<file path="src/bttseq_pkg.sv">
`timescale 1ns / 1ps

package bttseq_pkg;

   localparam logic [1:0] OP_BUTTON  = 2'd0;
   localparam logic [1:0] OP_TICK    = 2'd1;
   localparam logic [1:0] OP_STARTUP = 2'd2;

   localparam logic [2:0] SEL_D5      = 3'd0;
   localparam logic [2:0] SEL_B2      = 3'd1;
   localparam logic [2:0] SEL_B3      = 3'd2;
   localparam logic [2:0] SEL_AS5     = 3'd3;
   localparam logic [2:0] SEL_F3      = 3'd4;
   localparam logic [2:0] SEL_CHIME   = 3'd5;
   localparam logic [2:0] SEL_STARTUP = 3'd6;

   localparam logic [7:0] BTN_D5    = 8'd254;
   localparam logic [7:0] BTN_B2    = 8'd253;
   localparam logic [7:0] BTN_B3    = 8'd251;
   localparam logic [7:0] BTN_AS5   = 8'd247;
   localparam logic [7:0] BTN_F3    = 8'd239;
   localparam logic [7:0] BTN_CHIME = 8'd223;

   localparam logic [1:0] REG_D5  = 2'd0;
   localparam logic [1:0] REG_AS5 = 2'd1;
   localparam logic [1:0] REG_F3  = 2'd2;

   localparam int              CSR_ADDR_W  = 4;
   localparam int              CSR_DATA_W  = 32;
   localparam logic [15:0]     D5_RESET    = 16'd587;
   localparam logic [15:0]     AS5_RESET   = 16'd932;
   localparam logic [15:0]     F3_RESET    = 16'd175;
   localparam logic [11:0]     DAC_HIGH    = 12'hFFF;
   localparam int              MS_PER_S    = 1000;
   localparam logic [15:0]     RECIP5      = 16'd52429;
   localparam int              RECIP5_SHIFT = 18;

   typedef struct packed {
      logic [15:0] d5_hz;
      logic [15:0] as5_hz;
      logic [15:0] f3_hz;
   } cfg_type;

   typedef struct packed {
      logic [7:0]  led_pattern;
      logic [11:0] dac_level;
      logic        dac_on;
      logic        timer_on;
      logic [15:0] tone_freq;
      logic        tone_load;
   } rsp_type;

   function automatic logic [2:0] tune_len(input logic [2:0] sel);
      logic [2:0] n;
      n = 3'd0;
      case (sel)
         SEL_D5, SEL_B2, SEL_B3, SEL_AS5, SEL_F3: n = 3'd1;
         SEL_CHIME:   n = 3'd5;
         SEL_STARTUP: n = 3'd7;
         default:     n = 3'd0;
      endcase
      return n;
   endfunction

   function automatic logic [15:0] fixed_freq(input logic [2:0] sel, input logic [2:0] pos);
      logic [15:0] f;
      f = 16'd0;
      case (sel)
         SEL_B2, SEL_B3: begin
            if (pos == 3'd0) f = 16'd660;
         end
         SEL_CHIME: begin
            case (pos)
               3'd0:    f = 16'd660;
               3'd1:    f = 16'd330;
               3'd2:    f = 16'd165;
               3'd3:    f = 16'd500;
               3'd4:    f = 16'd100;
               default: f = 16'd0;
            endcase
         end
         SEL_STARTUP: begin
            case (pos)
               3'd0, 3'd6: f = 16'd400;
               3'd1, 3'd5: f = 16'd500;
               3'd2, 3'd4: f = 16'd600;
               3'd3:       f = 16'd700;
               default:    f = 16'd0;
            endcase
         end
         default: f = 16'd0;
      endcase
      return f;
   endfunction

   function automatic logic [15:0] fixed_ticks(input logic [2:0] sel, input logic [2:0] pos);
      logic [15:0] t;
      t = 16'd0;
      case (sel)
         SEL_B2, SEL_B3: begin
            if (pos == 3'd0) t = 16'(660 * 200 / MS_PER_S);
         end
         SEL_CHIME: begin
            case (pos)
               3'd0:    t = 16'(660 * 200 / MS_PER_S);
               3'd1:    t = 16'(330 * 200 / MS_PER_S);
               3'd2:    t = 16'(165 * 200 / MS_PER_S);
               3'd3:    t = 16'(500 * 200 / MS_PER_S);
               3'd4:    t = 16'(100 * 600 / MS_PER_S);
               default: t = 16'd0;
            endcase
         end
         SEL_STARTUP: begin
            case (pos)
               3'd0, 3'd6: t = 16'(400 * 200 / MS_PER_S);
               3'd1, 3'd5: t = 16'(500 * 200 / MS_PER_S);
               3'd2, 3'd4: t = 16'(600 * 200 / MS_PER_S);
               3'd3:       t = 16'(700 * 200 / MS_PER_S);
               default:    t = 16'd0;
            endcase
         end
         default: t = 16'd0;
      endcase
      return t;
   endfunction

endpackage

</file>
<file path="src/bttseq_csr.sv">
`timescale 1ns / 1ps

module bttseq_csr (
   input  logic                                  clock,
   input  logic                                  reset,
   input  logic                                  psel,
   input  logic                                  penable,
   input  logic                                  pwrite,
   input  logic [bttseq_pkg::CSR_ADDR_W-1:0]     paddr,
   input  logic [bttseq_pkg::CSR_DATA_W-1:0]     pwdata,
   output logic [bttseq_pkg::CSR_DATA_W-1:0]     prdata,
   output logic                                  pready,
   output bttseq_pkg::cfg_type                   cfg
);
   import bttseq_pkg::*;

   cfg_type    cfg_ff;
   cfg_type    cfg_in;
   logic [1:0] reg_idx;
   logic       wr_en;

   assign reg_idx = paddr[3:2];
   assign wr_en   = psel && penable && pwrite;
   assign pready  = 1'b1;
   assign cfg     = cfg_ff;

   always_comb begin
      cfg_in = cfg_ff;
      if (wr_en) begin
         unique case (reg_idx)
            REG_D5:  cfg_in.d5_hz  = pwdata[15:0];
            REG_AS5: cfg_in.as5_hz = pwdata[15:0];
            REG_F3:  cfg_in.f3_hz  = pwdata[15:0];
            default: cfg_in = cfg_ff;
         endcase
      end
   end

   always_comb begin
      unique case (reg_idx)
         REG_D5:  prdata = CSR_DATA_W'(cfg_ff.d5_hz);
         REG_AS5: prdata = CSR_DATA_W'(cfg_ff.as5_hz);
         REG_F3:  prdata = CSR_DATA_W'(cfg_ff.f3_hz);
         default: prdata = '0;
      endcase
   end

   always_ff @(posedge clock) begin
      if (reset) begin
         cfg_ff.d5_hz  <= D5_RESET;
         cfg_ff.as5_hz <= AS5_RESET;
         cfg_ff.f3_hz  <= F3_RESET;
      end else begin
         cfg_ff <= cfg_in;
      end
   end

endmodule

</file>
<file path="src/bttseq_note.sv">
`timescale 1ns / 1ps

module bttseq_note (
   input  bttseq_pkg::cfg_type cfg,
   input  logic [2:0]          sel,
   input  logic [2:0]          pos,
   output logic [15:0]         freq,
   output logic [15:0]         ticks
);
   import bttseq_pkg::*;

   logic        from_cfg;
   logic [15:0] cfg_freq;
   logic [17:0] scaled;
   logic [33:0] prod;
   logic [15:0] fifth;
   logic [15:0] raw_ticks;

   assign from_cfg = (pos == 3'd0) &&
                     (sel == SEL_D5 || sel == SEL_AS5 || sel == SEL_F3);

   always_comb begin
      case (sel)
         SEL_AS5: cfg_freq = cfg.as5_hz;
         SEL_F3:  cfg_freq = cfg.f3_hz;
         default: cfg_freq = cfg.d5_hz;
      endcase
   end

   // 150 ms F3 note: floor(3f/20) = floor(floor(3f/5)/4)
   assign scaled = (sel == SEL_F3) ? (18'(cfg_freq) + {1'b0, cfg_freq, 1'b0})
                                   : 18'(cfg_freq);
   assign prod   = 34'(scaled) * 34'(RECIP5);
   assign fifth  = prod[RECIP5_SHIFT +: 16];

   always_comb begin
      if (from_cfg) begin
         freq = cfg_freq;
         case (sel)
            SEL_AS5: raw_ticks = fifth >> 1;
            SEL_F3:  raw_ticks = fifth >> 2;
            default: raw_ticks = fifth;
         endcase
      end else begin
         freq      = fixed_freq(sel, pos);
         raw_ticks = fixed_ticks(sel, pos);
      end
   end

   assign ticks = (raw_ticks == 16'd0) ? 16'd1 : raw_ticks;

endmodule

</file>
<file path="src/bttseq_player.sv">
`timescale 1ns / 1ps

module bttseq_player (
   input  logic                clock,
   input  logic                reset,
   input  logic                step,
   input  logic [1:0]          opcode,
   input  logic [7:0]          button_state,
   input  bttseq_pkg::cfg_type cfg,
   output bttseq_pkg::rsp_type result
);
   import bttseq_pkg::*;

   logic [2:0]  melody_sel_ff, melody_sel_in;
   logic [2:0]  note_pos_ff, note_pos_in;
   logic [15:0] tick_count_ff, tick_count_in;
   logic [15:0] note_ticks_ff, note_ticks_in;
   logic        wave_high_next_ff, wave_high_next_in;
   logic        playing_ff, playing_in;
   logic [7:0]  led_ff, led_in;
   logic [11:0] dac_ff, dac_in;
   logic        dac_en_ff, dac_en_in;
   logic        timer_en_ff, timer_en_in;
   logic [15:0] tone_ff, tone_in;
   logic        load;

   logic        btn_hit;
   logic [2:0]  btn_sel;
   logic [2:0]  pos_next;
   logic [15:0] count_next;
   logic [2:0]  look_sel;
   logic [2:0]  look_pos;
   logic [15:0] look_freq;
   logic [15:0] look_ticks;

   always_comb begin
      btn_hit = 1'b1;
      case (button_state)
         BTN_D5:    btn_sel = SEL_D5;
         BTN_B2:    btn_sel = SEL_B2;
         BTN_B3:    btn_sel = SEL_B3;
         BTN_AS5:   btn_sel = SEL_AS5;
         BTN_F3:    btn_sel = SEL_F3;
         BTN_CHIME: btn_sel = SEL_CHIME;
         default: begin
            btn_hit = 1'b0;
            btn_sel = SEL_D5;
         end
      endcase
   end

   assign pos_next   = note_pos_ff + 3'd1;
   assign count_next = tick_count_ff + 16'd1;

   always_comb begin
      case (opcode)
         OP_BUTTON: begin
            look_sel = btn_sel;
            look_pos = 3'd0;
         end
         OP_STARTUP: begin
            look_sel = SEL_STARTUP;
            look_pos = 3'd0;
         end
         default: begin
            look_sel = melody_sel_ff;
            look_pos = pos_next;
         end
      endcase
   end

   bttseq_note u_note (
      .cfg   (cfg),
      .sel   (look_sel),
      .pos   (look_pos),
      .freq  (look_freq),
      .ticks (look_ticks)
   );

   always_comb begin
      melody_sel_in     = melody_sel_ff;
      note_pos_in       = note_pos_ff;
      tick_count_in     = tick_count_ff;
      note_ticks_in     = note_ticks_ff;
      wave_high_next_in = wave_high_next_ff;
      playing_in        = playing_ff;
      led_in            = led_ff;
      dac_in            = dac_ff;
      dac_en_in         = dac_en_ff;
      timer_en_in       = timer_en_ff;
      tone_in           = tone_ff;
      load              = 1'b0;
      case (opcode)
         OP_BUTTON, OP_STARTUP: begin
            dac_en_in = 1'b1;
            if (opcode == OP_BUTTON) led_in = button_state;
            if (opcode == OP_STARTUP || btn_hit) begin
               melody_sel_in = look_sel;
               note_pos_in   = 3'd0;
               tick_count_in = 16'd0;
               playing_in    = 1'b1;
               note_ticks_in = look_ticks;
               tone_in       = look_freq;
               timer_en_in   = 1'b1;
               load          = 1'b1;
            end
         end
         OP_TICK: begin
            if (playing_ff) begin
               tick_count_in = count_next;
               if (count_next == note_ticks_ff) begin
                  tick_count_in = 16'd0;
                  note_pos_in   = pos_next;
                  if (pos_next >= tune_len(melody_sel_ff)) begin
                     dac_in      = '0;
                     timer_en_in = 1'b0;
                     dac_en_in   = 1'b0;
                     playing_in  = 1'b0;
                  end else begin
                     note_ticks_in = look_ticks;
                     tone_in       = look_freq;
                     timer_en_in   = 1'b1;
                     load          = 1'b1;
                  end
               end else if (wave_high_next_ff) begin
                  dac_in            = DAC_HIGH;
                  wave_high_next_in = 1'b0;
               end else begin
                  dac_in            = '0;
                  wave_high_next_in = 1'b1;
               end
            end
         end
         default: load = 1'b0;
      endcase
   end

   assign result.led_pattern = led_in;
   assign result.dac_level   = dac_in;
   assign result.dac_on      = dac_en_in;
   assign result.timer_on    = timer_en_in;
   assign result.tone_freq   = tone_in;
   assign result.tone_load   = load;

   always_ff @(posedge clock) begin
      if (reset) begin
         melody_sel_ff     <= '0;
         note_pos_ff       <= '0;
         tick_count_ff     <= '0;
         note_ticks_ff     <= '0;
         wave_high_next_ff <= 1'b1;
         playing_ff        <= 1'b0;
         led_ff            <= '0;
         dac_ff            <= '0;
         dac_en_ff         <= 1'b0;
         timer_en_ff       <= 1'b0;
         tone_ff           <= '0;
      end else if (step) begin
         melody_sel_ff     <= melody_sel_in;
         note_pos_ff       <= note_pos_in;
         tick_count_ff     <= tick_count_in;
         note_ticks_ff     <= note_ticks_in;
         wave_high_next_ff <= wave_high_next_in;
         playing_ff        <= playing_in;
         led_ff            <= led_in;
         dac_ff            <= dac_in;
         dac_en_ff         <= dac_en_in;
         timer_en_ff       <= timer_en_in;
         tone_ff           <= tone_in;
      end
   end

   a_timer_follows_play: assert property (@(posedge clock) disable iff (reset)
      playing_ff |-> timer_en_ff && dac_en_ff)
      else $error("timer or DAC off during playback");

   a_idle_timer_off: assert property (@(posedge clock) disable iff (reset)
      !playing_ff |-> !timer_en_ff)
      else $error("timer running while idle");

   a_target_nonzero: assert property (@(posedge clock) disable iff (reset)
      playing_ff |-> note_ticks_ff != 16'd0)
      else $error("zero tick target during playback");

   a_pos_in_tune: assert property (@(posedge clock) disable iff (reset)
      playing_ff |-> note_pos_ff < tune_len(melody_sel_ff))
      else $error("note position past end of tune");

endmodule

</file>
<file path="src/button_triggered_tone_sequencer_top.sv">
`timescale 1ns / 1ps

// Square-wave tune player. Takes one beat per clock on req_ and returns exactly
// one result beat per input beat on rsp_. An accepted beat waits in the input
// register, feeding the next player state logic (ROM lookup, tick compare and a
// single constant-reciprocal multiply), which loads the result register when the
// beat steps. A stall on rsp_ holds the result register and, once the input
// register is also full, raises req_stall; otherwise the sustained rate is one
// beat per cycle. Register writes on the APB port take effect at the access edge.

module button_triggered_tone_sequencer_top (
   input  logic                                  clock,
   input  logic                                  reset,
   input  logic                                  req_valid,
   output logic                                  req_stall,
   input  logic [1:0]                            req_opcode,
   input  logic [7:0]                            req_button_state,
   output logic                                  rsp_valid,
   input  logic                                  rsp_stall,
   output logic [7:0]                            rsp_led_pattern,
   output logic [11:0]                           rsp_dac_level,
   output logic                                  rsp_dac_on,
   output logic                                  rsp_timer_on,
   output logic [15:0]                           rsp_tone_freq,
   output logic                                  rsp_tone_load,
   input  logic                                  psel,
   input  logic                                  penable,
   input  logic                                  pwrite,
   input  logic [bttseq_pkg::CSR_ADDR_W-1:0]     paddr,
   input  logic [bttseq_pkg::CSR_DATA_W-1:0]     pwdata,
   output logic [bttseq_pkg::CSR_DATA_W-1:0]     prdata,
   output logic                                  pready
);
   import bttseq_pkg::*;

   cfg_type     cfg;
   rsp_type     next_rsp;
   rsp_type     rsp_ff;
   logic        in_valid_ff, in_valid_in;
   logic [1:0]  in_op_ff;
   logic [7:0]  in_btn_ff;
   logic        rsp_valid_ff, rsp_valid_in;
   logic        advance;
   logic        step;
   logic        req_take;

   bttseq_csr u_csr (
      .clock   (clock),
      .reset   (reset),
      .psel    (psel),
      .penable (penable),
      .pwrite  (pwrite),
      .paddr   (paddr),
      .pwdata  (pwdata),
      .prdata  (prdata),
      .pready  (pready),
      .cfg     (cfg)
   );

   assign advance   = !rsp_valid_ff || !rsp_stall;
   assign step      = in_valid_ff && advance;
   assign req_stall = in_valid_ff && !advance;
   assign req_take  = req_valid && !req_stall;

   bttseq_player u_player (
      .clock        (clock),
      .reset        (reset),
      .step         (step),
      .opcode       (in_op_ff),
      .button_state (in_btn_ff),
      .cfg          (cfg),
      .result       (next_rsp)
   );

   always_comb begin
      in_valid_in = in_valid_ff;
      if (req_take)  in_valid_in = 1'b1;
      else if (step) in_valid_in = 1'b0;
      rsp_valid_in = rsp_valid_ff;
      if (step)            rsp_valid_in = 1'b1;
      else if (!rsp_stall) rsp_valid_in = 1'b0;
   end

   always_ff @(posedge clock) begin
      if (reset) begin
         in_valid_ff  <= 1'b0;
         rsp_valid_ff <= 1'b0;
      end else begin
         in_valid_ff  <= in_valid_in;
         rsp_valid_ff <= rsp_valid_in;
      end
   end

   always_ff @(posedge clock) begin
      if (req_take) begin
         in_op_ff  <= req_opcode;
         in_btn_ff <= req_button_state;
      end
      if (step) rsp_ff <= next_rsp;
   end

   assign rsp_valid       = rsp_valid_ff;
   assign rsp_led_pattern = rsp_ff.led_pattern;
   assign rsp_dac_level   = rsp_ff.dac_level;
   assign rsp_dac_on      = rsp_ff.dac_on;
   assign rsp_timer_on    = rsp_ff.timer_on;
   assign rsp_tone_freq   = rsp_ff.tone_freq;
   assign rsp_tone_load   = rsp_ff.tone_load;

   a_rsp_from_input: assert property (@(posedge clock) disable iff (reset)
      $rose(rsp_valid_ff) |-> $past(in_valid_ff))
      else $error("result beat without a held input beat");

   a_load_runs_timer: assert property (@(posedge clock) disable iff (reset)
      rsp_valid_ff && rsp_ff.tone_load |-> rsp_ff.timer_on)
      else $error("tone load with timer off");

   a_dac_off_low: assert property (@(posedge clock) disable iff (reset)
      rsp_valid_ff && !rsp_ff.dac_on |-> rsp_ff.dac_level == 12'd0)
      else $error("DAC level high while DAC disabled");

endmodule
</file>
<file path="config.mk">
export PLATFORM = sky130hd
export DESIGN_NAME = button_triggered_tone_sequencer_top
export DESIGN_NICKNAME = d
export VERILOG_FILES = /design/src/bttseq_pkg.sv /design/src/bttseq_csr.sv /design/src/bttseq_note.sv /design/src/bttseq_player.sv /design/src/button_triggered_tone_sequencer_top.sv
export SDC_FILE = /design/constraint.sdc
export NUM_CORES = 1
export LEC_CHECK = 0
export BUFFER_PORTS_ARGS = -buffer_cell sky130_fd_sc_hd__buf_2
export CORE_MARGIN = 1
export CORE_UTILIZATION = 55
export CTS_CLUSTER_SIZE = 20
export DETAILED_ROUTE_END_ITERATION = 7
export GPL_ROUTABILITY_DRIVEN = 1
export HOLD_SLACK_MARGIN = 0.12
export PLACE_DENSITY_LB_ADDON = 0.08
export SLEW_MARGIN = 20
export SYNTH_ARGS = -nofsm -noshare
export SYNTH_HDL_FRONTEND = slang
export SYNTH_SLANG_ARGS = --single-unit
export TNS_END_PERCENT = 50
</file>
<file path="constraint.sdc">
create_clock -name clock -period 12.1 [get_ports clock]
set_input_delay 2.42 -clock clock [delete_from_list [all_inputs] [get_ports clock]]
set_output_delay 2.42 -clock clock [all_outputs]
set_load 0.005 [all_outputs]
</file>
# After elaboration in Yosys (flattened, before gate mapping)
# Index checks and enable logic that the tools add are counted.
[word_totals] output_inout_bits=74 word_cells=172 register_bits=177 inputBits=53
[classes] n_bitwise=1 n_mux=70 addsub=3 n_mul=1 magnitude_cmp=1 eq_ne=34 reduce_logical=38
[ops] op="16-bit two-way mux" n=14
[ops] op="16-bit case mux with 2 select lines" n=5
[ops] op="16-bit case mux with 3 select lines" n=3
[ops] op="12-bit two-way mux" n=5
[ops] op="10-bit case mux with 5 select lines" n=1
[ops] op="8-bit equality test (second input constant)" n=6
[ops] op="10-bit case mux with 4 select lines" n=1
[ops] op="8-bit case mux with 5 select lines" n=1
[ops] op="18-bit by 16-bit multiplier with 34-bit output (second input constant)" n=1
[ops] op="8-bit case mux with 4 select lines" n=1
[ops] op="3-bit equality test (second input constant)" n=9
[ops] op="8-bit two-way mux" n=3
[ops] op="3-bit two-way mux" n=7
[ops] op="1-bit two-way mux" n=19
[ops] op="16-bit by 17-bit adder with 18-bit output" n=1
[ops] op="3-bit by 2-bit equality test with 1-bit output (second input constant)" n=6
[ops] op="18-bit two-way mux" n=1
[ops] op="16-bit by 1-bit adder with 16-bit output (second input constant)" n=1
[ops] op="16-bit equality test" n=1
[ops] op="16-bit zero test" n=1
[ops] op="3-bit case mux with 5 select lines" n=1
[ops] op="3-bit case mux with 2 select lines" n=2
[ops] op="10-bit two-way mux" n=1
[ops] op="2-bit OR reduction" n=5
[ops] op="other kinds (23)" n=52

# Longest topological paths before layout
# Gate-level depths: netlist of the first run.
[logic_depth] word_depth=16 ltp_mapped=49 depth_no_buf=46

# Hierarchy
# From an unflattened synthesis of the first run, not the netlist that was laid out.
[hier_totals] hier_cells=1970 area_unflattened_um2=17241.5
[by_module_without_submodules] module="bttseq_note" instances=1 cells_per_inst=950 area_per_inst_um2=7756.2 seq_area_each_um2=0.0
[by_module_without_submodules] module="bttseq_player" instances=1 cells_per_inst=699 area_per_inst_um2=5470.2 seq_area_each_um2=1561.5
[by_module_without_submodules] module="bttseq_csr" instances=1 cells_per_inst=262 area_per_inst_um2=2457.4 seq_area_each_um2=960.9
[by_module_without_submodules] module="button_triggered_tone_sequencer_top" instances=1 cells_per_inst=59 area_per_inst_um2=1557.7 seq_area_each_um2=1511.4

# Least setup slack after synthesis of the first run
# OpenSTA, ideal clock, no wires.
[synth_path] path_type="reg-to-reg" from="register in_op_ff[0]" to="register u_player.note_ticks_ff[0]" t_arrival_ns=10.736 synth_period_minus_slack_ns=10.796 path_stages_with_launch=45 t_required_ns=12.040 path_buffers=5 setup_ns=0.060 setup_slack_ns=1.304 cell_sequence="edfxtp_1 -> clkbuf_1 -> buf_1 -> nor2_1 -> a2bb2oi_1 -> ha_1 -> nand2_1 -> clkbuf_1 -> buf_1 -> a31oi_1 -> ha_1 -> fa_1 -> a21o_1 -> a21oi_1 -> o21bai_1 -> a21oi_1 -> o21bai_1 -> a211oi_1 -> [... 9 more ...] -> inv_1 -> fa_1 -> fa_1 -> inv_1 -> fa_1 -> inv_1 -> ha_1 -> clkbuf_1 -> inv_1 -> o31ai_1 -> a221oi_1 -> o2bb2ai_1 -> o21bai_1 -> a21boi_0 -> nor2_1 -> a221o_1 -> o21ai_0 -> a32o_1"
[synth_between] elab_chain_cells=15 elab_cells_between_ends=51 cone_classes="1 x add/sub; 1 x mul; 18 x eq/ne; 16 x mux; 15 x reduce/logical"
[synth_rtl] element="start: declaration" line_no="button_triggered_tone_sequencer_top.sv:40" source="logic [1:0] in_op_ff;"
[synth_rtl] element="start signal: assignment" line_no="button_triggered_tone_sequencer_top.sv:96" source="in_op_ff <= req_opcode;"
[synth_rtl] element="2-bit equality test / 2-bit zero test (equally long branches)" line_no="bttseq_player.sv:56" source="case (opcode)"
[synth_rtl] element="3-bit case mux with 2 select lines (*)" line_no="bttseq_player.sv:56"
[synth_rtl] element="named net u_player.look_sel[1]" line_no="bttseq_player.sv:31" source="logic [2:0] look_sel;"
[synth_rtl] element="3-bit equality test / 3-bit by 2-bit equality test with 1-bit output (equally long branches)"
[synth_rtl] element="16-bit case mux with 2 select lines" line_no="bttseq_note.sv:23" source="case (sel)"
[synth_rtl] element="16-bit by 17-bit adder with 18-bit output" line_no="bttseq_note.sv:31" source="assign scaled = (sel == SEL_F3) ? (18'(cfg_freq) + {1'b0, cfg_freq, 1'b0})"
[synth_rtl] element="18-bit two-way mux" line_no="bttseq_note.sv:31"
[synth_rtl] element="18-bit by 16-bit multiplier with 34-bit output" line_no="bttseq_note.sv:33" source="assign prod = 34'(scaled) * 34'(RECIP5);"
[synth_rtl] element="16-bit case mux with 2 select lines" line_no="bttseq_note.sv:39" source="case (sel)"
[synth_rtl] element="16-bit two-way mux (*)" line_no="bttseq_note.sv:37" source="if (from_cfg) begin"
[synth_rtl] element="16-bit zero test" line_no="bttseq_note.sv:50" source="assign ticks = (raw_ticks == 16'd0) ? 16'd1 : raw_ticks;"
[synth_rtl] element="16-bit two-way mux (*)" line_no="bttseq_note.sv:50"
[synth_rtl] element="16-bit two-way mux" line_no="bttseq_player.sv:114" source="if (pos_next >= tune_len(melody_sel_ff)) begin"
[synth_rtl] element="16-bit two-way mux" line_no="bttseq_player.sv:111" source="if (count_next == note_ticks_ff) begin"
[synth_rtl] element="16-bit two-way mux" line_no="bttseq_player.sv:109" source="if (playing_ff) begin"
[synth_rtl] element="16-bit case mux with 2 select lines (*)" line_no="bttseq_player.sv:93" source="case (opcode)"
[synth_rtl] element="end signal: assignment" line_no="bttseq_player.sv:162" source="note_ticks_ff <= note_ticks_in;"
[synth_rtl] element="end: declaration" line_no="bttseq_player.sv:17" source="logic [15:0] note_ticks_ff, note_ticks_in;"
# The timed path passes the listed nets; every way through them passes the cells marked *. The select of a mux whose other input is x is not followed.
# A chain may end at the register's enable or synchronous reset.

# Final worst setup path of the first run
[layout_path] from="register in_btn_ff[2]" to="register u_player.note_ticks_ff[0]"
[layout_between] elab_chain_cells=16 elab_cells_between_ends=38 cone_classes="1 x add/sub; 1 x mul; 13 x eq/ne; 14 x mux; 9 x reduce/logical"
[layout_rtl] element="start: declaration" line_no="button_triggered_tone_sequencer_top.sv:41" source="logic [7:0] in_btn_ff;"
[layout_rtl] element="start signal: assignment" line_no="button_triggered_tone_sequencer_top.sv:97" source="in_btn_ff <= req_button_state;"
[layout_rtl] element="8-bit equality test" line_no="bttseq_player.sv:38" source="case (button_state)"
[layout_rtl] element="3-bit case mux with 5 select lines (*)" line_no="bttseq_player.sv:38"
[layout_rtl] element="3-bit case mux with 2 select lines (*)" line_no="bttseq_player.sv:56"
[layout_rtl] element="named net u_player.look_sel[0]" line_no="bttseq_player.sv:31"
[layout_rtl] element="3-bit equality test / 3-bit by 2-bit equality test with 1-bit output (equally long branches)"
[layout_rtl] element="16-bit case mux with 2 select lines" line_no="bttseq_note.sv:23"
[layout_rtl] element="16-bit by 17-bit adder with 18-bit output" line_no="bttseq_note.sv:31"
[layout_rtl] element="18-bit two-way mux" line_no="bttseq_note.sv:31"
[layout_rtl] element="18-bit by 16-bit multiplier with 34-bit output" line_no="bttseq_note.sv:33"
[layout_rtl] element="16-bit case mux with 2 select lines" line_no="bttseq_note.sv:39"
[layout_rtl] element="16-bit two-way mux (*)" line_no="bttseq_note.sv:37"
[layout_rtl] element="16-bit zero test" line_no="bttseq_note.sv:50"
[layout_rtl] element="16-bit two-way mux (*)" line_no="bttseq_note.sv:50"
[layout_rtl] element="16-bit two-way mux" line_no="bttseq_player.sv:114"
[layout_rtl] element="16-bit two-way mux" line_no="bttseq_player.sv:111"
[layout_rtl] element="16-bit two-way mux" line_no="bttseq_player.sv:109"
[layout_rtl] element="16-bit case mux with 2 select lines (*)" line_no="bttseq_player.sv:93"
# Marks and branches as above.

==> reports/results.txt, run 1 <==
Max Cap Violations - 0
Worst clock skew - 16.4 ps
Htree depth - 4
CTS tree - built
Setup Crit Path Kind - flop to flop
R2R Path End - u_player.note_ticks_ff[0]
Root Buffer Master - clkbuf_16
Netlist area before placement - 16100 um^2
WP data arrival - 11710 ps
Library cells used by synthesis - 93
GRT overflow - 0
Routed Antenna Nets - 0
Largest net degree at the start of global routing - 70
CP bufs+invs - 8
PD cells - 219 nW/um^2
Antenna diodes - 0
Final setup viols - 0
Initial Utilization - 56.0%
Post-synth EDFFs - 49
CTS Buf Count - 17
Mean Syn Cell Area - 8.25 um^2
Clock tree buffer depth - 2
Worst skew pair latency - 450 ps
Vias per cell - 5.90
Most crowded layer after global routing - met2
TNS Setup - 0 ps
Critical Path RT - 12480 ps
Global-route wire length before repair - 70.2 mm
DRC - 0
Seq/Total Area, Yosys - 25.1%
Hold buffer count at CTS - 0
Register bit count reported by yosys - 177
Slowest-stage cell, CP - fa_1
Met3 Track Usage GR - 4.77%
Vias in the first global route - 13513
Yosys top cell by area - dfxtp_1
P_leak - 7.97 nW
Die area - 29900 um^2
DP Worst Slack - 572 ps
GR Layer Usage met1 - 40.5%
Status - complete, no violations
Area of the core - 28700 um^2
Initial antenna violation count - 1
RSZ-0062 raised after global routing - no
Initial DRC count - 1117
Most frequent cells in the layout - nand2_1 (313), inv_1 (168), ha_1 (161), a21oi_1 (157), dfxtp_1 (128)
Max FO, Critical Path - 18
Pins Over Slew Limit - 0
Peak clock frequency supported by timing - 0.0883 GHz
Final period util - 93.6%
Vias - 14053
Most common cell after layout, fill and taps aside - nand2_1
Clock transition at path regs - 70 ps
Rows - 62
Reg-to-reg startpoint - in_btn_ff[2]
Wire per inst - 18.1 um
Setup bufs post-CTS - 0
Hpwl dp - 33.1 mm
Overall power - 3.81 mW
CP startpoint kind - flop
First-pass iteration count of the detailed router - 6
Worst Hold Depth - 2
Hold Crit Start - u_player.led_ff[3]
CP most frequent cell - inv_1
Die X - 173 um
Post-synth ARST share - 0%
Worst-case setup margin in the final layout - 775 ps
Share of the synthesized area in the top cell type - 15.9%
Hold Crit Endpoint - u_player.led_ff[3]
Final nets - 2284
GPL Wtd Cong - 0.976
Register-to-register setup slack - 770 ps
I/O Pins - 127
Peak supply drop - 0.291 mV
Port Buffers - 91
Hold Crit Class - flop to flop
Tot GR Track Use - 29.4%
Area Overhead vs Synth - 8.14%
Worst-Margin Slew - 1010 ps
Synth Warn # - 0
Share of layout cells above drive strength 1 - 9.90%
Die Span Y - 173 um
Most used flip-flop cell after synthesis - dfxtp_1
Fin. Hold Viols - 0
Min Clock Period, post-route - 11330 ps
Met2 usage - 46.8%
Crit path largest cell delay - 570 ps
Cell count of the worst reg-to-reg path - 42
Synth top area cells - dfxtp_1 (16%), ha_1 (13%), fa_1 (10%), edfxtp_1 (9.2%), nand2_1 (7.3%)
Normalized max-slew margin - 32.3%
Sink Count - 177
WL final - 43.1 mm
Syn Inst Count - 1949
Crit. End Element - flop
Delay-heaviest family, CP - compound AO/OA/AOI/OAI gates
worst max-delay path by stage:
stage	startpoint	endpoint	cells past startpoint
after floorplan	in_op_ff[0]	u_player.note_ticks_ff[0]	44
after global placement	in_btn_ff[3]	u_player.note_ticks_ff[0]	45
after detailed placement	in_btn_ff[2]	u_player.note_ticks_ff[0]	45
after CTS	in_btn_ff[3]	u_player.note_ticks_ff[0]	45
after global routing	in_btn_ff[3]	u_player.note_ticks_ff[0]	44
final	in_btn_ff[2]	u_player.note_ticks_ff[0]	42
through the flow:
| step | hold WS (ps) | std cells | utilization (%) | area, um^2 |
|---|---|---|---|---|
| after floorplan | 434 | 1964 | - | 16100 |
| after global placement | 439 | 2352 | 58.4 | 16700 |
| after detailed placement | 446 | 2352 | 58.4 | 16700 |
| after CTS | 455 | 2383 | 60.4 | 17400 |
| after global routing | 468 | 2383 | 60.6 | 17400 |
| final | 454 | 2383 | 60.6 | 17400 |
state kept, by name, summed over array words and instances (netlist names), 12 cells and up:
name	flops
rsp_dac_level	12
rsp_tone_freq	16
u_csr.cfg	48
u_player.dac_ff	12
u_player.note_ticks_ff	16
u_player.tick_count_ff	16
u_player.tone_ff	16
timing repair:
action / CTS / global route
endpoints found under the hold margin: 0 / 0
resized for setup: 0 / 7
endpoints found under the setup margin: 0 / 7
worst register-to-register path: cells and delay by family, from the launching register on:
| kind | cells | cell delay, ps |
|---|---|---|
| AND/OR/NAND/NOR | 9 | 1830 |
| adder cells (fa/ha/maj) | 9 | 3780 |
| AO/OA/AOI/OAI | 15 | 4080 |
| buffers and inverters | 8 | 960 |
| XOR/XNOR | 1 | 150 |
| flip-flops | 1 | 460 |
cell usage after synthesis, types with 12 or more instances:
library cell  number
nand2_1          313
a21o_1            35
a31oi_1           25
edfxtp_1          49
nor3_1            32
o21bai_1          12
dfxtp_1          128
a211oi_1          17
buf_4             24
mux2_2            19
nor2_1           116
nand4_1           23
nand3_1           54
mux2i_1           27
clkbuf_1          75
ha_1             161
xnor2_1           50
a21oi_1          158
xor2_1            31
o21ai_0           90
fa_1              83
inv_1            168
logic make-up (layout without fill, tap and decap cells):
logic type               after synthesis  after routing  share of synthesized area, %
AO/OA/AOI/OAI                        461            461                          18.4
adder cells (fa/ha/maj)              244            244                          22.9
XOR/XNOR                              82             82                          4.51
other                                  2             17                        0.0467
multiplexers                          47             47                          3.11
flip-flops                           177            177                          25.1
buffers and inverters                286            321                          7.36
AND/OR/NAND/NOR                      650            650                          18.6
routing by layer:
metal  share of wire, %  wire (um)  up-vias
met3                6.6       2850       55
met5                  0          0        -
li1                   -          -     6823
met1                 46      19600     6658
met2                 45      19600      517
met4                2.5       1070        0
power breakdown:
| part | internal, mW | switching, mW | total (mW) |
|---|---|---|---|
| sequential | 0.626 | 0.00957 | 0.635 |
| clock | 0.330 | 0.234 | 0.564 |
| combinational | 0.954 | 1.66 | 2.62 |
| total | 1.91 | 1.90 | 3.81 |
cell type report:
| type | instances | area, um^2 |
|---|---|---|
| Tap cell | 384 | 480 |
| Timing Repair Buffer | 119 | 668 |
| Clock buffer | 19 | 443 |
| Fill cell | 2621 | 11300 |
| Inverter | 171 | 642 |
| Clock inverter | 12 | 159 |
| Sequential cell | 177 | 4030 |
| Multi-Input combinational cell | 1501 | 11000 |
Power figures use the tool's default switching activity.
==> inputs of run 2 (changes only) <==
- CORE_ASPECT_RATIO: default -> 0.75
- CORE_UTILIZATION: 55 -> 59
- SKIP_LAST_GASP: default -> 1
==> run 2 against run 1 <==
Effect of this change:
- hold slack improved by 3.9 ps
- largest power group unchanged
- first-iteration DRC count increased by 22%
- critical path depth decreased by 1
- fmax decreased by 1.9%
- register-to-register slack got worse by 220 ps
- sequential share of layout area decreased by 0.072 points
- final cell count decreased by 1.3%
- the flow now finishes with violations (DRC)
- flip-flop and latch count unchanged
- clock power increased by 5.3%
- combinational power about the same
- die area decreased by 6.7%
- clock skew increased by 8.5 ps
==> reports/results.txt, run 2 (synthesized netlist as in run 1, its figures left out) <==
Wire per inst - 18.9 um
Tot GR Track Use - 32.7%
Min Clock Period, post-route - 11550 ps
DRC - 4
Setup bufs post-CTS - 0
Normalized max-slew margin - 35.7%
Final nets - 2293
Pins Over Slew Limit - 0
Met3 routed WL - 4.17 mm
Slowest-stage cell, CP - a2111oi_0
Post-route cell area - 17400 um^2
P_leak - 8.03 nW
Sink Count - 177
Met2 routed WL - 18.3 mm
GPL Wtd Cong - 1.02
Max Cap Violations - 0
Crit. End Element - flop
Die Span Y - 145 um
Die area - 27900 um^2
Crit path largest cell delay - 780 ps
Initial DRC count - 1367
Root Buffer Master - clkbuf_16
Fillcell total - 2284
Worst skew pair latency - 450 ps
Clock tree buffer depth - 2
CTS tree - built
Post-Layout Cell Count - 2353
Most frequent cells in the layout - nand2_1 (313), inv_1 (168), ha_1 (161), a21oi_1 (157), dfxtp_1 (128)
Failing checks - DRC
CP most frequent cell - inv_1
Clock transition at path regs - 80 ps
I/O Pins - 127
Hpwl dp - 34.6 mm
First-pass iteration count of the detailed router - 8
Critical Path RT - 12480 ps
Area of the core - 26400 um^2
PD cells - 219 nW/um^2
CTS Buf Count - 17
Global-route wire length before repair - 71.9 mm
Share of layout cells above drive strength 1 - 10.3%
M1 wire length - 21.2 mm
Port Buffers - 91
Worst-Margin Slew - 962 ps
Antenna diodes - 0
Placed Area - 16800 um^2
Most common cell after layout, fill and taps aside - nand2_1
Largest net degree at the start of global routing - 68
Vias - 14435
Top Metal Used - met5
WP data arrival - 11930 ps
Die X - 193 um
Worst-case setup margin in the final layout - 552 ps
Area Overhead vs Synth - 8.48%
Initial Utilization - 61.0%
Fin. Hold Viols - 0
Placed cells - 2321
CTS resizes - 0
Hold buffer count at CTS - 0
Status - finished with violations
Vias per cell - 6.13
Htree depth - 4
TNS Setup - 0 ps
GRT overflow - 0
Hold Crit Class - flop to flop
Rows - 51
Peak clock frequency supported by timing - 0.0866 GHz
Worst clock skew - 24.9 ps
Max FO, Critical Path - 23
Layout Utilization - 66.2%
Final period util - 95.4%
Peak supply drop - 0.256 mV
CP startpoint kind - flop
Vias in the first global route - 13636
Final setup viols - 0
Max reg flops - 48
WL final - 44.5 mm
Routed Antenna Nets - 0
Setup Crit Path Kind - flop to flop
DP Worst Slack - 796 ps
Initial antenna violation count - 1
[run 2: changes by cell type in the layout (fill, tap and decap cells not counted), moves of 2 or more]
| cell | delta |
|---|---|
| clkinv_8 | +7 |
| buf_4 | +9 |
| clkinvlp_4 | -3 |
| bufinv_16 | -2 |
[run 2: final cells by class]
class / instances / area (um^2) / area share (%)
Sequential cell: 177 / 4030 / 23.1
Inverter: 171 / 642 / 3.68
Tap cell: 344 / 430 / 2.47
Multi-Input combinational cell: 1501 / 10900 / 62.7
Clock buffer: 18 / 450 / 2.58
Clock inverter: 14 / 209 / 1.20
Timing Repair Buffer: 128 / 736 / 4.22
[run 2: critical path: cells and delay by family (launching register included)]
family / cells / cell delay, ps
buffers and inverters: 8 / 910
xor gates and xnor gates: 1 / 160
and+or+nand+nor: 9 / 1740
AOI/OAI and AO/OA: 14 / 4290
adders and majority gates: 9 / 3890
DFF: 1 / 490
[run 2: per-layer routing]
| layer | GRT usage (%) | vias up |
|---|---|---|
| met4 | 7.24 | 2 |
| met1 | 49.5 | 6897 |
| li1 | - | 6854 |
| met5 | 0 | - |
| met3 | 8.35 | 58 |
| met2 | 46.0 | 624 |
[run 2: path summary, 6_finish.rpt]
kind	cells past startpoint	from	to	slack, ps
min reg2reg	2	u_player.led_ff[7]	u_player.led_ff[7]	460
min	2	u_player.led_ff[7]	u_player.led_ff[7]	460
max reg2reg	41	in_btn_ff[3]	u_player.note_ticks_ff[0]	550
max	41	in_btn_ff[3]	u_player.note_ticks_ff[0]	550
[run 2: metrics by stage]
step | power [mW] | hold WS, ps
floorplan | 2.56 | 434
global placement | 3.14 | 439
detailed placement | 3.17 | 448
CTS | 3.77 | 458
global route | 4.17 | 474
finish | 3.82 | 458
[run 2: where the power goes]
part           switching (mW)  internal, mW
Clock                   0.279         0.315
Sequential            0.00977         0.625
Combinational            1.63         0.961
Total                    1.92          1.90
==> inputs of run 3 (changes only) <==
- ABC_AREA: default -> 1
- CTS_CLUSTER_DIAMETER: default -> 60
- SLEW_MARGIN: 20 -> default
==> run 3 against run 2 <==
Effect of this change:
- the flow now finishes without violations
- critical path depth increased by 22
- sequential power increased by 3%
- final area decreased by 3.4%
- total power increased by 29%
- register-to-register slack improved by 580 ps
- largest cell class unchanged
- area after synthesis decreased by 3.5%
- first-iteration DRC count decreased by 23%
- via count decreased by 3.4%
- die area decreased by 3.5%
==> reports/results.txt, run 3 <==
Rows - 50
WP data arrival - 11340 ps
Share of layout cells above drive strength 1 - 9.97%
Tot GR Track Use - 32.2%
Htree depth - 4
Top post-synthesis cells by count - inv_1 (376), nand2_1 (322), a21oi_1 (162)
Post-Layout Cell Count - 2484
Sink Count - 177
Placed cells - 2452
GPL Wtd Cong - 1.03
Global-route wire length before repair - 68.1 mm
Most frequent cells in the layout - inv_1 (375), nand2_1 (320), a21oi_1 (162), ha_1 (161), nor2_1 (152)
Critical Path RT - 12470 ps
Net Sw Frac - 54.9%
Final period util - 90.6%
WL final - 41.8 mm
Hold Crit Start - u_player.tick_count_ff[3]
Die X - 189 um
Most used flip-flop cell after synthesis - dfxtp_1
I/O Pins - 127
Register-to-register setup slack - 1130 ps
FF+latch area - 4030 um^2
Clock share of power - 10.7%
Routed Antenna Nets - 0
PD cells - 293 nW/um^2
Post-synth EDFFs - 49
Hold Crit Class - flop to flop
CP most frequent cell - inv_1
Crit path from - in_op_ff[0]
First-pass iteration count of the detailed router - 6
Synth Warn # - 0
Most common cell after layout, fill and taps aside - inv_1
Mean Syn Cell Area - 7.56 um^2
Crit. End Element - flop
Synth top area cells - dfxtp_1 (17%), ha_1 (13%), fa_1 (11%), edfxtp_1 (9.5%), inv_1 (9.1%)
CTS tree - built
Vias - 13950
Max Cap Violations - 0
Pint - 2.22 mW
Area Overhead vs Synth - 8.57%
Worst-Margin Slew - 804 ps
Post-synth ARST share - 0%
Max reg flops - 48
Hold WS - 473 ps
Fillcell total - 2258
Initial Utilization - 61.1%
R2R Path End - u_player.note_ticks_ff[0]
Fin. Hold Viols - 0
P_leak - 8.53 nW
Combinational share of power - 76.1%
Worst clock skew - 14.6 ps
Yosys top cell by area - dfxtp_1
Library cells used by synthesis - 60
CP startpoint kind - flop
Seq/Total Area, Yosys - 26.0%
Initial antenna violation count - 0
Setup bufs post-CTS - 0
Slowest-stage cell, CP - fa_1
Area of the core - 25400 um^2
Vias per cell - 5.62
Worst skew pair latency - 440 ps
Wire per inst - 16.8 um
Hold Crit Endpoint - u_player.tick_count_ff[3]
CTS Buf Count - 17
Status - complete, no violations
GRT overflow - 0
Cell count of the worst reg-to-reg path - 63
Netlist area before placement - 15500 um^2
Syn Inst Count - 2053
Clock transition at path regs - 70 ps
Share of the synthesized area in the top cell type - 16.5%
Die Span Y - 142 um
Initial DRC count - 1053
Min Clock Period, post-route - 10970 ps
TNS Setup - 0 ps
Crit path largest cell delay - 570 ps
Peak supply drop - 0.349 mV
Hpwl dp - 33.3 mm
Register share of total power - 13.2%
Die area - 27000 um^2
Worst Hold Depth - 2
Reg-to-reg startpoint - in_op_ff[0]
Clock tree buffer depth - 2
Setup Crit Path Kind - flop to flop
Vias in the first global route - 13268
Psw - 2.71 mW
Final nets - 2430
Pins Over Slew Limit - 0
DRC - 0
Largest net degree at the start of global routing - 67
Multi-input gate area - 9730 um^2
Hold buffer count at CTS - 0
Final setup viols - 0
Max FO, Critical Path - 14
Root Buffer Master - clkbuf_16
Count leader, synth - inv_1
Peak clock frequency supported by timing - 0.0912 GHz
Normalized max-slew margin - 46.1%
Port Buffers - 91
RSZ-0062 raised after global routing - no
Antenna diodes - 0
Register bit count reported by yosys - 177
## run 3: cell types whose count changed after synthesis, sizes merged, moves of 18 or more
cell / before / now
inv: 168 / 380
o21ai: 95 / 174
nand3: 56 / 98
nor2: 119 / 159
clkbuf: 76 / 42
a21o: 35 / 7
xnor2: 50 / 22
mux2i: 27 / 0
or2: 5 / 27
mux2: 20 / 0
nor3: 33 / 13
nand2: 313 / 331
## run 3: what timing repair did
action	CTS	global route
setup endpoints to repair	0	1
gates resized for setup	0	3
hold endpoints to repair	0	0
## run 3: logic make-up after synthesis
group | Yosys count | synth area share (%)
other | 2 | 0.0484
XOR/XNOR | 63 | 3.56
adder cells (fa/ha/maj) | 244 | 23.7
flip-flops | 177 | 26.0
buffers and inverters | 457 | 11.7
AO/OA/AOI/OAI | 450 | 16.5
AND/OR/NAND/NOR | 660 | 18.5
## run 3: worst max-delay path: cells and delay by family (launching register included)
kind            cells  cell delay (ps)
buf+inv            15             1610
fa+ha+maj           9             3620
flops               1              530
compound gates     18             3010
simple gates       21             2130
## run 3: per-stage QoR
step                      setup WS (ps)  power (mW)  instance area (um^2)  util [%]
final                              1130        4.93                 16800      66.3
after global routing                122        5.43                 16800      66.3
after CTS                           858        4.88                 16800      66.3
after detailed placement            912        4.33                 16300      64.1
after global placement             1040        4.31                 16300      64.1
after floorplan                    2710        3.33                 15600         -
## run 3: layer usage
metal,part of all wire (%),vias to the layer above,GRT usage (%)
li1,-,6826,-
met2,42,565,48.4
met1,48,6512,47.8
met4,1.6,0,7.77
met5,0,-,0
met3,8.4,47,5.70
## run 3: power by group through the flow
stage               logic, mW  clock network [mW]  registers [mW]
floorplan                2.66                   0           0.663
global placement         3.64                   0           0.664
detailed placement       3.67                   0           0.664
CTS                      3.70               0.532           0.651
global route             4.22               0.558           0.654
finish                   3.76               0.525           0.651
## run 3: how the worst max path moves through the flow
| stage | slack (ps) | cells after the start | to |
|---|---|---|---|
| 3_3_place_gp | 1040 | 58 | u_player.note_ticks_ff[0] |
| 4_1_cts | 860 | 58 | u_player.note_ticks_ff[0] |
| 5_1_grt | 120 | 63 | u_player.note_ticks_ff[0] |
| 6_report | 1130 | 63 | u_player.note_ticks_ff[0] |
| 2_1_floorplan | 2710 | 52 | u_player.note_ticks_ff[0] |
| 3_5_place_dp | 910 | 58 | u_player.note_ticks_ff[0] |
## run 3: layout make-up
type	count	share of cell area (%)
multi-input combinational	1434	57.8
sequential	177	24.0
inverter	385	8.58
timing repair buffer	118	3.91
clock buffer	18	2.55
tap	338	2.51
clock inverter	14	0.713
